<file path="src/design/waypoint_travel_time_accumulator_assert.svh">
// Assertion macros for the waypoint travel time accumulator.
`ifndef WAYPOINT_TRAVEL_TIME_ACCUMULATOR_ASSERT_SVH
`define WAYPOINT_TRAVEL_TIME_ACCUMULATOR_ASSERT_SVH
`ifndef SYNTH
`define WTTA_ASSERT_IMPL(label, clk, rst_n, prop) \
	label: assert property (@(posedge clk) disable iff (!rst_n) prop) \
	else $error("assertion failed");
`define WTTA_ASSERT_NEXT(label, clk, rst_n, a, b) \
	label: assert property (@(posedge clk) disable iff (!rst_n) (a) |=> (b)) \
	else $error("assertion failed");
`else
`define WTTA_ASSERT_IMPL(label, clk, rst_n, prop)
`define WTTA_ASSERT_NEXT(label, clk, rst_n, a, b)
`endif
`endif

</file>
<file path="src/design/wtta_sqrt.sv">
// Bit-serial integer square root of a 65-bit value, one result bit per cycle.
module wtta_sqrt (
	input  logic        clk,
	input  logic        arst_n,
	input  logic        start,
	input  logic [64:0] radicand,
	output logic        done,
	output logic [32:0] root
);
	logic [64:0] rad_q;
	logic [34:0] rem_q;
	logic [32:0] res_q;
	logic [5:0]  cnt_q;
	logic        busy_q;
	logic [34:0] rem_sh;
	logic [34:0] trial;

	assign rem_sh = {rem_q[32:0], rad_q[64:63]};
	assign trial  = {res_q, 2'b01};
	assign root   = res_q;

	always_ff @(posedge clk or negedge arst_n) begin
		if (!arst_n) begin
			busy_q <= 1'b0;
			done   <= 1'b0;
			cnt_q  <= '0;
		end else begin
			done <= 1'b0;
			if (start) begin
				busy_q <= 1'b1;
				cnt_q  <= 6'd0;
			end else if (busy_q) begin
				cnt_q <= cnt_q + 6'd1;
				if (cnt_q == 6'd31) begin
					busy_q <= 1'b0;
					done   <= 1'b1;
				end
			end
		end
	end

	// resolve the top pair (bit 64 alone) at start
	always_ff @(posedge clk) begin
		if (start) begin
			rad_q <= {radicand[63:0], 1'b0};
			rem_q <= '0;
			res_q <= {32'd0, radicand[64]};
		end else if (busy_q) begin
			rad_q <= {rad_q[62:0], 2'b00};
			if (rem_sh >= trial) begin
				rem_q <= rem_sh - trial;
				res_q <= {res_q[31:0], 1'b1};
			end else begin
				rem_q <= rem_sh;
				res_q <= {res_q[31:0], 1'b0};
			end
		end
	end
endmodule

</file>
<file path="config.mk">
export PLATFORM = sky130hd
export DESIGN_NAME = wtta_sqrt
export DESIGN_NICKNAME = d
export VERILOG_FILES = /design/src/design/waypoint_travel_time_accumulator_assert.svh /design/src/design/wtta_sqrt.sv
export SDC_FILE = /design/constraint.sdc
export NUM_CORES = 1
export LEC_CHECK = 0
export BUFFER_PORTS_ARGS = -buffer_cell sky130_fd_sc_hd__clkbuf_2
export CAP_MARGIN = 10
export CORE_ASPECT_RATIO = 1.5
export CORE_MARGIN = 3
export CORE_UTILIZATION = 58
export DETAILED_ROUTE_END_ITERATION = 7
export PLACE_DENSITY = 0.79
export RECOVER_POWER = 50
export SYNTH_ARGS = -nofsm -noshare
export SYNTH_HDL_FRONTEND = slang
export SYNTH_SLANG_ARGS = --single-unit
export TNS_END_PERCENT = 1
</file>
<file path="constraint.sdc">
create_clock -name clk -period 3.7 [get_ports clk]
set_input_delay 0 -clock clk [delete_from_list [all_inputs] [get_ports clk]]
set_output_delay 0 -clock clk [all_outputs]
set_load 0.01 [all_outputs]
</file>
Word level (Yosys, flattened, before mapping)
Cells that the tools add are included.
{"block": "op_classes", "n_addsub": 2, "n_lt_le_gt_ge": 1, "n_eq_ne": 1, "muxes": 14, "n_reduce_logical": 1}
{"operator": "65-bit 2-to-1 mux", "n": 2}
{"operator": "35-bit >= comparator", "n": 1}
{"operator": "33-bit 2-to-1 mux", "n": 1}
{"operator": "33-bit subtractor", "n": 1}
{"operator": "6-bit 2-to-1 mux", "n": 2}
{"operator": "1-bit 2-to-1 mux", "n": 9}
{"operator": "6-bit by 1-bit adder with 6-bit output, second input constant", "n": 1}
{"operator": "6-bit by 5-bit equality test with 1-bit output, second input constant", "n": 1}
{"operator": "2-bit nonzero test", "n": 1}
{"block": "word_totals", "register_bits": 138, "input_bits": 68, "out_inout_bits": 34}

Logic depth before layout (Yosys ltp)
Gate-level depths: netlist of run 1.
{"block": "logic_depth", "depth_word": 4, "depth_mapped": 12, "depth_no_buf": 10}

Worst setup path before layout of run 1
No wires, ideal clock.
{"block": "synth_path", "path_type": "flip-flop to flip-flop", "start": "reg res_q[22], in the netlist root[22]", "end": "reg rem_q[21]", "setup_ns": 0.092, "arrival_ns": 2.726, "required_ns": 3.608, "path_slack_ns": 0.882, "stages_incl_launch_ff": 12, "path_buffers": 2, "period_less_slack_ns": 2.818, "path_cell_list": "dfxtp_1 > inv_1 > ha_1 > clkbuf_1 > nand2_1 > or4_1 > a311oi_2 > o31ai_1 > a31oi_4 > buf_4 > inv_2 > o32ai_1"}
{"block": "synth_via", "elab_chain_cells": 2}
{"element": "start: declaration", "line_no": "wtta_sqrt.sv:12", "source": "logic [32:0] res_q;"}
{"element": "start signal: assignment", "line_no": "wtta_sqrt.sv:47", "source": "res_q <= {32'd0, radicand[64]};"}
{"element": "start signal: assignment", "line_no": "wtta_sqrt.sv:52", "source": "res_q <= {res_q[31:0], 1'b1};"}
{"element": "start signal: assignment", "line_no": "wtta_sqrt.sv:55", "source": "res_q <= {res_q[31:0], 1'b0};"}
{"element": "35-bit >= comparator", "line_no": "wtta_sqrt.sv:50", "source": "if (rem_sh >= trial) begin"}
{"element": "33-bit 2-to-1 mux", "line_no": "wtta_sqrt.sv:50"}
{"element": "end signal: assignment", "line_no": "wtta_sqrt.sv:51", "source": "rem_q <= rem_sh - trial;"}
{"element": "end signal: assignment", "line_no": "wtta_sqrt.sv:54", "source": "rem_q <= rem_sh;"}
{"element": "end: declaration", "line_no": "wtta_sqrt.sv:11", "source": "logic [34:0] rem_q;"}
Every way passes these cells.
A chain may end at the register's enable or synchronous reset.

Worst setup path in the final report of run 1
{"block": "layout_path", "start": "reg res_q[24], in the netlist root[24]", "end": "reg rem_q[2]"}
Same word-level chain as after synthesis.

==> run_results.csv, run 1 <==
group,metric,value,unit
critical_path,cp_max_delay_cell,"sky130_fd_sc_hd__or4_1",
yosys,synth_seq_area_share,44.44,%
clock_network,clock_path_buffers,2,
cells_and_area,area_taken_by_multi_input_logic_gates,0.003978,sq mm
min_path,hp-class,"in2reg",
yosys,synth_async_sr_flop_share,5.797,%
floorplan,design.die.area,0.01485,sq mm
global_route,grt_usage,29.45,%
pwr,pwr-share-clk,24.8,%
pwr,intPower,4.466,mW
clock_network,tritoncts_clock_tree,"built",
global_route,grt_start_max_net_pins,74,
global_route,antenna_found_initial,1,
detailed_routing,route.met3.wl,1151,um
critical_path,crit_chain,"inv_1, ha_1, and3_1, nand3_1, or4_1, a311oi_2, o31ai_1, a31oi_4, buf_12, mux2i_1, a211oi_1",
pwr,switch_pwr,2.795,mW
floorplan,starting_density_of_the_core,59.70,%
yosys,yosysWarnings,0,
pwr,power_leakage,4.188,nW
cells_and_area,final_cell_mix,"84 x sky130_fd_sc_hd__nor2_1, 67 x sky130_fd_sc_hd__dlygate4sd3_1, 67 x sky130_fd_sc_hd__clkbuf_2, 65 x sky130_fd_sc_hd__edfxtp_1, 65 x sky130_fd_sc_hd__dfxtp_1",
detailed_routing,top_signal_layer_used,"met4",
floorplan,dieWidth,100.5,um
pwr,ir_worst_vdd,487.7,uV
critical_path,r2r_slack,0.23,ns
detailed_routing,detail_route.wl_per_cell,19.63,um
floorplan,coreArea,0.01302,sq mm
floorplan,placementRows,51,
cells_and_area,n_fill_cell,912,
pwr,combPwrFrac,47.9,%
sta,worst-slew-pin-transition,1.818,ns
floorplan,die_h,147.8,um
clock_network,ctsHtreeMaxLevel,4,
sta,final_max_slew_viol_count,108,
yosys,yosysTopAreaCellShare,25.12,%
detailed_routing,route.final.wire_length,21280,um
critical_path,worst_setup_path_end_kind,"flop",
floorplan,ioPinCount,102,
sta,timing.hold.ws,0.4370,ns
cells_and_area,seqCellArea,0.003453,sq mm
yosys,synth_seq_cells,138,
critical_path,crit_path_max_incr_delay,0.51,ns
sta,worst_rel_slew_slack,-21.18,%
critical_path,start_kind,"flop",
global_route,grt_first_pass_wirelength,34000,um
cells_and_area,layout_stage_area_growth_over_the_synthesis_result,23.75,%
global_route,number_of_global_route_vias_before_repair,6827,
detailed_routing,num_vias,6637,
sta,min_period,3.467,ns
yosys,syn_inst,756,
yosys,synth_area_leaders,"sky130_fd_sc_hd__edfxtp_1 25%, sky130_fd_sc_hd__dfxtp_1 17%, sky130_fd_sc_hd__mux2_2 9.6%, sky130_fd_sc_hd__mux2i_1 7.3%, sky130_fd_sc_hd__ha_1 5.8%",
yosys,syn_area,0.007771,sq mm
placed_design,io_buffer_count,101,
yosys,syn_area_per_cell,10.28,sq um
global_route,grt_remaining_overflow,0,
sta,setup_viol_count_final,0,
cells_and_area,design.final.nets,1014,
detailed_routing,routedLengthMet1,7499,um
yosys,synth.net_count,860,
clock_network,cts.reportedPaths.clkPinSlew,0.07,ns
sta,endpoints_failing_hold,0,
clock_network,clock_latency,0.42,ns
outcome,status,"complete, but fails checks",
sta,rsz0062_at_grt,"no",
job,max-cap-violations,2,
sta,skew,0.009731,ns
yosys,primary_flip_flop_cell_chosen_by_synthesis_mapping,"sky130_fd_sc_hd__edfxtp_1",
detailed_routing,routed_via_density,6.123,
critical_path,worstPathArrival,3.71,ns
cells_and_area,layout-drive-gt1-share,19.07,%
detailed_routing,remaining_drc_errors,0,
clock_network,cts.root.buffer_cell,"sky130_fd_sc_hd__clkbuf_16",
critical_path,critical_path_class,"reg2reg",
outcome,violations,"capacitance limit, slew limit",
sta,post-route-period-util,93.71,%
cells_and_area,most_common_cell_after_layout_fill_and_taps_aside,"sky130_fd_sc_hd__nor2_1",
pwr,power.share.sequential,27.3,%
yosys,synth_top_cell_by_area,"sky130_fd_sc_hd__edfxtp_1",
critical_path,critPathRequiredTime,3.94,ns
critical_path,worst-path-max-fanout,24,
clock_network,cts_sinks,138,
pwr,powerDensity,755.0,mW/mm^2
placed_design,detailed_place_hpwl,13030,um
detailed_routing,drt_pass1_iterations,5,
sta,maximum_clock_frequency,288.4,MHz
yosys,netlist-cell-type-count,62,
clock_network,tritoncts.num_buffers,17,
yosys,post_synth_edffs,65,
detailed_routing,route.antenna.remaining_nets,0,
detailed_routing,dr_wl_met2,11290,um
placed_design,gp_congestion,0.9517,
sta,totalNegativeSetupSlack,0,ns
detailed_routing,drtIter0Drc,462,
pwr,switching_share,38.49,%
[final timing paths]
check,from,end,cells past startpoint
max,root[24]$_SDFFE_PP0P_,rem_q[2]$_SDFFE_PP0P_,11
min,radicand[38],rad_q[39]$_DFFE_PP_,3
min in group asynchronous,arst_n,busy_q$_DFF_PN0_,3
max in group asynchronous,arst_n,cnt_q[2]$_DFFE_PN0P_,3
min reg2reg,rem_q[32]$_SDFFE_PP0P_,rem_q[32]$_SDFFE_PP0P_,2
max reg2reg,root[24]$_SDFFE_PP0P_,rem_q[2]$_SDFFE_PP0P_,11
[critical path: cells and delay by family (launching register included)]
kind	cells	cell delay, ns
and+or+nand+nor	3	0.92
adders and majority gates	1	0.47
buffers and inverters	2	0.30
DFF	1	0.38
muxes	1	0.26
AOI/OAI and AO/OA	4	0.95
[state kept, by name (all words and copies together), names as in the netlist]
signal and flops:
busy_q 1, cnt_q 6, done 1, rad_q 64
rem_q 33, root 33
[synth_stat cells (8+ instances only)]
cell,n
sky130_fd_sc_hd__nor2_1,84
sky130_fd_sc_hd__mux2_2,66
sky130_fd_sc_hd__dfxtp_1,65
sky130_fd_sc_hd__edfxtp_1,65
sky130_fd_sc_hd__mux2i_1,57
sky130_fd_sc_hd__inv_1,43
sky130_fd_sc_hd__nand2_1,42
sky130_fd_sc_hd__ha_1,36
sky130_fd_sc_hd__a21oi_1,29
sky130_fd_sc_hd__clkbuf_1,25
sky130_fd_sc_hd__a211oi_1,22
sky130_fd_sc_hd__xnor2_1,20
sky130_fd_sc_hd__o21ai_0,19
sky130_fd_sc_hd__a21o_1,18
sky130_fd_sc_hd__nand3_1,14
sky130_fd_sc_hd__nor3_1,13
sky130_fd_sc_hd__nand4_1,12
sky130_fd_sc_hd__buf_1,11
sky130_fd_sc_hd__xor2_1,11
sky130_fd_sc_hd__o211ai_1,9
sky130_fd_sc_hd__dfrtp_1,8
[repair_timing]
item                                    4_1_cts  5_1_grt
hold buffers                                 67        0
endpoints found under the hold margin        73        0
endpoints found under the setup margin        0        0
gates resized for setup                       0        0
setup buffers                                 0        0
[logic make-up (layout without fill, tap and decap cells)]
group / count (synthesis) / count (layout) / share of synthesized area, %
buffers and inverters: 85 / 252 / 4.379
XOR/XNOR: 31 / 31 / 3.494
AO/OA/AOI/OAI: 144 / 144 / 13.12
AND/OR/NAND/NOR: 199 / 199 / 11.87
other: 0 / 2 / 0
adder cells (fa/ha/maj): 36 / 36 / 5.796
multiplexers: 123 / 123 / 16.91
flip-flops: 138 / 138 / 44.44
[metal layers]
metal	vias to the layer above	GRT usage [%]
met4	0	20.16
li1	3086	-
met3	97	6.138
met2	294	52.39
met1	3160	30.21
met5	-	0
[power groups by stage]
stage	sequential (mW)	clock [mW]	combinational [mW]
final	1.98	1.80	3.48
after floorplan	1.95	0	2.60
after detailed placement	2.00	0	3.28
after CTS	1.97	1.80	3.38
after global placement	1.99	0	3.19
after global routing	2.00	1.87	3.75
[per-stage QoR]
step           worst slack (ns)  util (%)  cells  instance area [sq um]  total power, mW
2_1_floorplan            0.8818         -    756                   7771            4.548
3_3_place_gp             0.4732     64.37    983                   8379            5.181
3_5_place_dp             0.3529     64.37    983                   8379            5.273
4_1_cts                  0.3154     74.24   1082                   9664            7.144
5_1_grt                 0.01526     73.86   1083                   9614            7.622
6_report                 0.2327     73.88   1084                   9617            7.261
[cell type report]
type,instances,area share (%)
Multi-Input combinational cell,533,41.36
Clock buffer,18,4.463
Sequential cell,138,35.91
Antenna cell,2,0.05204
Tap cell,159,2.069
Clock inverter,14,1.926
Timing Repair Buffer,176,12.50
Inverter,44,1.717
No activity file was read; power rests on OpenSTA's default activity.
==> run 2: changes to the inputs <==
- PLACE_DENSITY: 0.79 -> not set
- PLACE_DENSITY_LB_ADDON: not set -> 0.3
==> run 2 against run 1 <==
Against the previous run:
- the run still ends with capacitance limit, slew limit left
- cell area shrank 0.49%
- total power shrank 2.2%
- critical path depth is the same
- critical path type unchanged
- critical endpoint is now rem_q[4]$_SDFFE_PP0P_
- highest routed layer unchanged
==> run_results.csv, run 2 (synthesis results as in run 1) <==
group,metric,value,unit
sta,maximum_clock_frequency,295.1,MHz
cells_and_area,layout-drive-gt1-share,18.90,%
clock_network,cts_hold_buf,68,
global_route,grt_first_pass_wirelength,35110,um
cells_and_area,layout_stage_area_growth_over_the_synthesis_result,23.14,%
floorplan,coreArea,0.01302,sq mm
min_path,hp-class,"in2reg",
pwr,p_total,7.098,mW
sta,final_max_slew_viol_count,115,
critical_path,start_kind,"flop",
placed_design,placed_cells,985,
critical_path,critical_path_class,"reg2reg",
clock_network,post_cts_setup_inserts,0,
job,max-cap-violations,2,
clock_network,clock_path_buffers,2,
detailed_routing,route.antenna.remaining_nets,0,
outcome,status,"complete, but fails checks",
cells_and_area,final_cell_mix,"84 x sky130_fd_sc_hd__nor2_1, 68 x sky130_fd_sc_hd__dlygate4sd3_1, 67 x sky130_fd_sc_hd__clkbuf_2, 65 x sky130_fd_sc_hd__edfxtp_1, 65 x sky130_fd_sc_hd__dfxtp_1",
detailed_routing,remaining_drc_errors,0,
critical_path,crit_chain,"inv_1, ha_1, and3_1, nand3_1, or4_1, a311oi_2, o31ai_1, a31oi_4, buf_4, mux2i_1, a211oi_1",
detailed_routing,routed_via_density,6.059,
clock_network,tritoncts.num_buffers,17,
cells_and_area,top_register,"rad_q",
critical_path,top_family_by_delay_on_critical_path,"simple AND/OR/NAND/NOR gates",
sta,totalNegativeSetupSlack,0,ns
critical_path,critPathRequiredTime,3.92,ns
pwr,ir_worst_vdd,397.9,uV
placed_design,gp_congestion,0.9578,
floorplan,die_h,147.8,um
sta,endpoints_failing_hold,0,
placed_design,detailed_place_hpwl,13250,um
critical_path,cp_max_delay_cell,"sky130_fd_sc_hd__or4_1",
placed_design,io_buffer_count,101,
sta,worst_rel_slew_slack,-31.61,%
critical_path,crit_path_max_incr_delay,0.50,ns
global_route,antenna_found_initial,0,
cells_and_area,largest_register_ff_count,64,
critical_path,timing_startpoint_of_the_critical_path,"root[24]$_SDFFE_PP0P_",
sta,skew,0.01698,ns
global_route,number_of_global_route_vias_before_repair,6879,
floorplan,dieWidth,100.5,um
sta,timing.hold.ws,0.4195,ns
detailed_routing,drt_pass1_iterations,5,
sta,min_period,3.389,ns
cells_and_area,area_taken_by_multi_input_logic_gates,0.003978,sq mm
clock_network,clock_latency,0.42,ns
detailed_routing,drtIter0Drc,439,
global_route,grt_start_max_net_pins,73,
critical_path,regToRegStartpoint,"root[24]$_SDFFE_PP0P_",
clock_network,tritoncts_clock_tree,"built",
sta,rsz0062_at_grt,"no",
clock_network,cts.reportedPaths.clkPinSlew,0.07,ns
critical_path,cp.buffers_inverters,2,
floorplan,placementRows,51,
critical_path,worst-path-max-fanout,24,
sta,post-route-period-util,91.59,%
min_path,hold_path_startpoint,"radicand[0]",
floorplan,design.die.area,0.01485,sq mm
floorplan,starting_density_of_the_core,59.70,%
clock_network,cts_resized,0,
sta,worst-slew-pin-transition,1.974,ns
critical_path,worstPathArrival,3.61,ns
cells_and_area,most_common_cell_after_layout_fill_and_taps_aside,"sky130_fd_sc_hd__nor2_1",
outcome,violations,"capacitance limit, slew limit",
detailed_routing,num_vias,6574,
floorplan,ioPinCount,102,
detailed_routing,route.final.wire_length,21660,um
cells_and_area,seqCellArea,0.003453,sq mm
clock_network,cts.root.buffer_cell,"sky130_fd_sc_hd__clkbuf_16",
sta,setup_viol_count_final,0,
pwr,power_leakage,4.154,nW
detailed_routing,detail_route.wl_per_cell,19.96,um
clock_network,ctsHtreeMaxLevel,4,
cells_and_area,design.final.nets,1017,
cells_and_area,n_fill_cell,941,
global_route,grt_usage,30.22,%
clock_network,cts_sinks,138,
critical_path,worst_setup_path_end_kind,"flop",
cells_and_area,antenna-diode-count,0,
pwr,powerDensity,741.8,mW/mm^2
cells_and_area,final-instance-count-excl-fill,1085,
global_route,grt_remaining_overflow,0,
run 2: cell count changes in the layout (fill, tap and decap cells not counted), sizes merged:
cell,previous run,this run
bufinv,3,1
clkbuf,120,122
clkinv,4,2
clkinvlp,1,5
diode,2,0
dlygate4sd3,67,68
run 2: worst reg2reg max path, stage by stage (launching register included):
cell and delay, ns:
sky130_fd_sc_hd__dfxtp_1 0.37, sky130_fd_sc_hd__inv_1 0.06, sky130_fd_sc_hd__ha_1 0.47, sky130_fd_sc_hd__and3_1 0.28, sky130_fd_sc_hd__nand3_1 0.11, sky130_fd_sc_hd__or4_1 0.50, sky130_fd_sc_hd__a311oi_2 0.30, sky130_fd_sc_hd__o31ai_1 0.14
sky130_fd_sc_hd__a31oi_4 0.20, sky130_fd_sc_hd__buf_4 0.38, sky130_fd_sc_hd__mux2i_1 0.29, sky130_fd_sc_hd__a211oi_1 0.11
run 2: final timing paths:
kind,to,slack (ns),depth (start not counted)
setup / recovery,rem_q[4]$_SDFFE_PP0P_,0.31,11
hold reg to reg,rem_q[32]$_SDFFE_PP0P_,0.45,2
min in group asynchronous,cnt_q[3]$_DFFE_PN0P_,0.58,3
max in group asynchronous,cnt_q[5]$_DFFE_PN0P_,2.83,3
hold / removal,rad_q[1]$_SDFFCE_PN0P_,0.42,3
setup reg to reg,rem_q[4]$_SDFFE_PP0P_,0.31,11
run 2: per-layer routing:
metal	vias to the layer above	GRT usage (%)	wire length (um)
met5	-	0	0
li1	3071	-	-
met3	94	5.288	998
met1	3131	31.82	7641
met4	0	17.46	1238
met2	278	55.18	11780
run 2: final cells by class:
type                    count  share of cell area (%)
multi-input cells         533                   41.57
flip-flops and latches    138                   36.09
repair buffers            179                   12.62
clock buffers              18                   4.485
well taps                 159                   2.079
inverters                  44                   1.726
clock inverters            14                   1.438
run 2: through the flow:
step / setup WS, ns / cell area [sq um] / utilization [%]
2_1_floorplan: 0.8818 / 7771 / -
3_3_place_gp: 0.5577 / 8382 / 64.39
3_5_place_dp: 0.4243 / 8382 / 64.39
4_1_cts: 0.3706 / 9629 / 73.97
5_1_grt: 0.1093 / 9569 / 73.51
6_report: 0.3112 / 9569 / 73.51
run 2: power breakdown:
group          internal, mW  total [mW]  switching, mW  leakage, nW
clock                 0.942        1.68          0.743        0.261
combinational          1.52        3.44           1.92         2.56
sequential             1.83        1.98          0.147         1.33
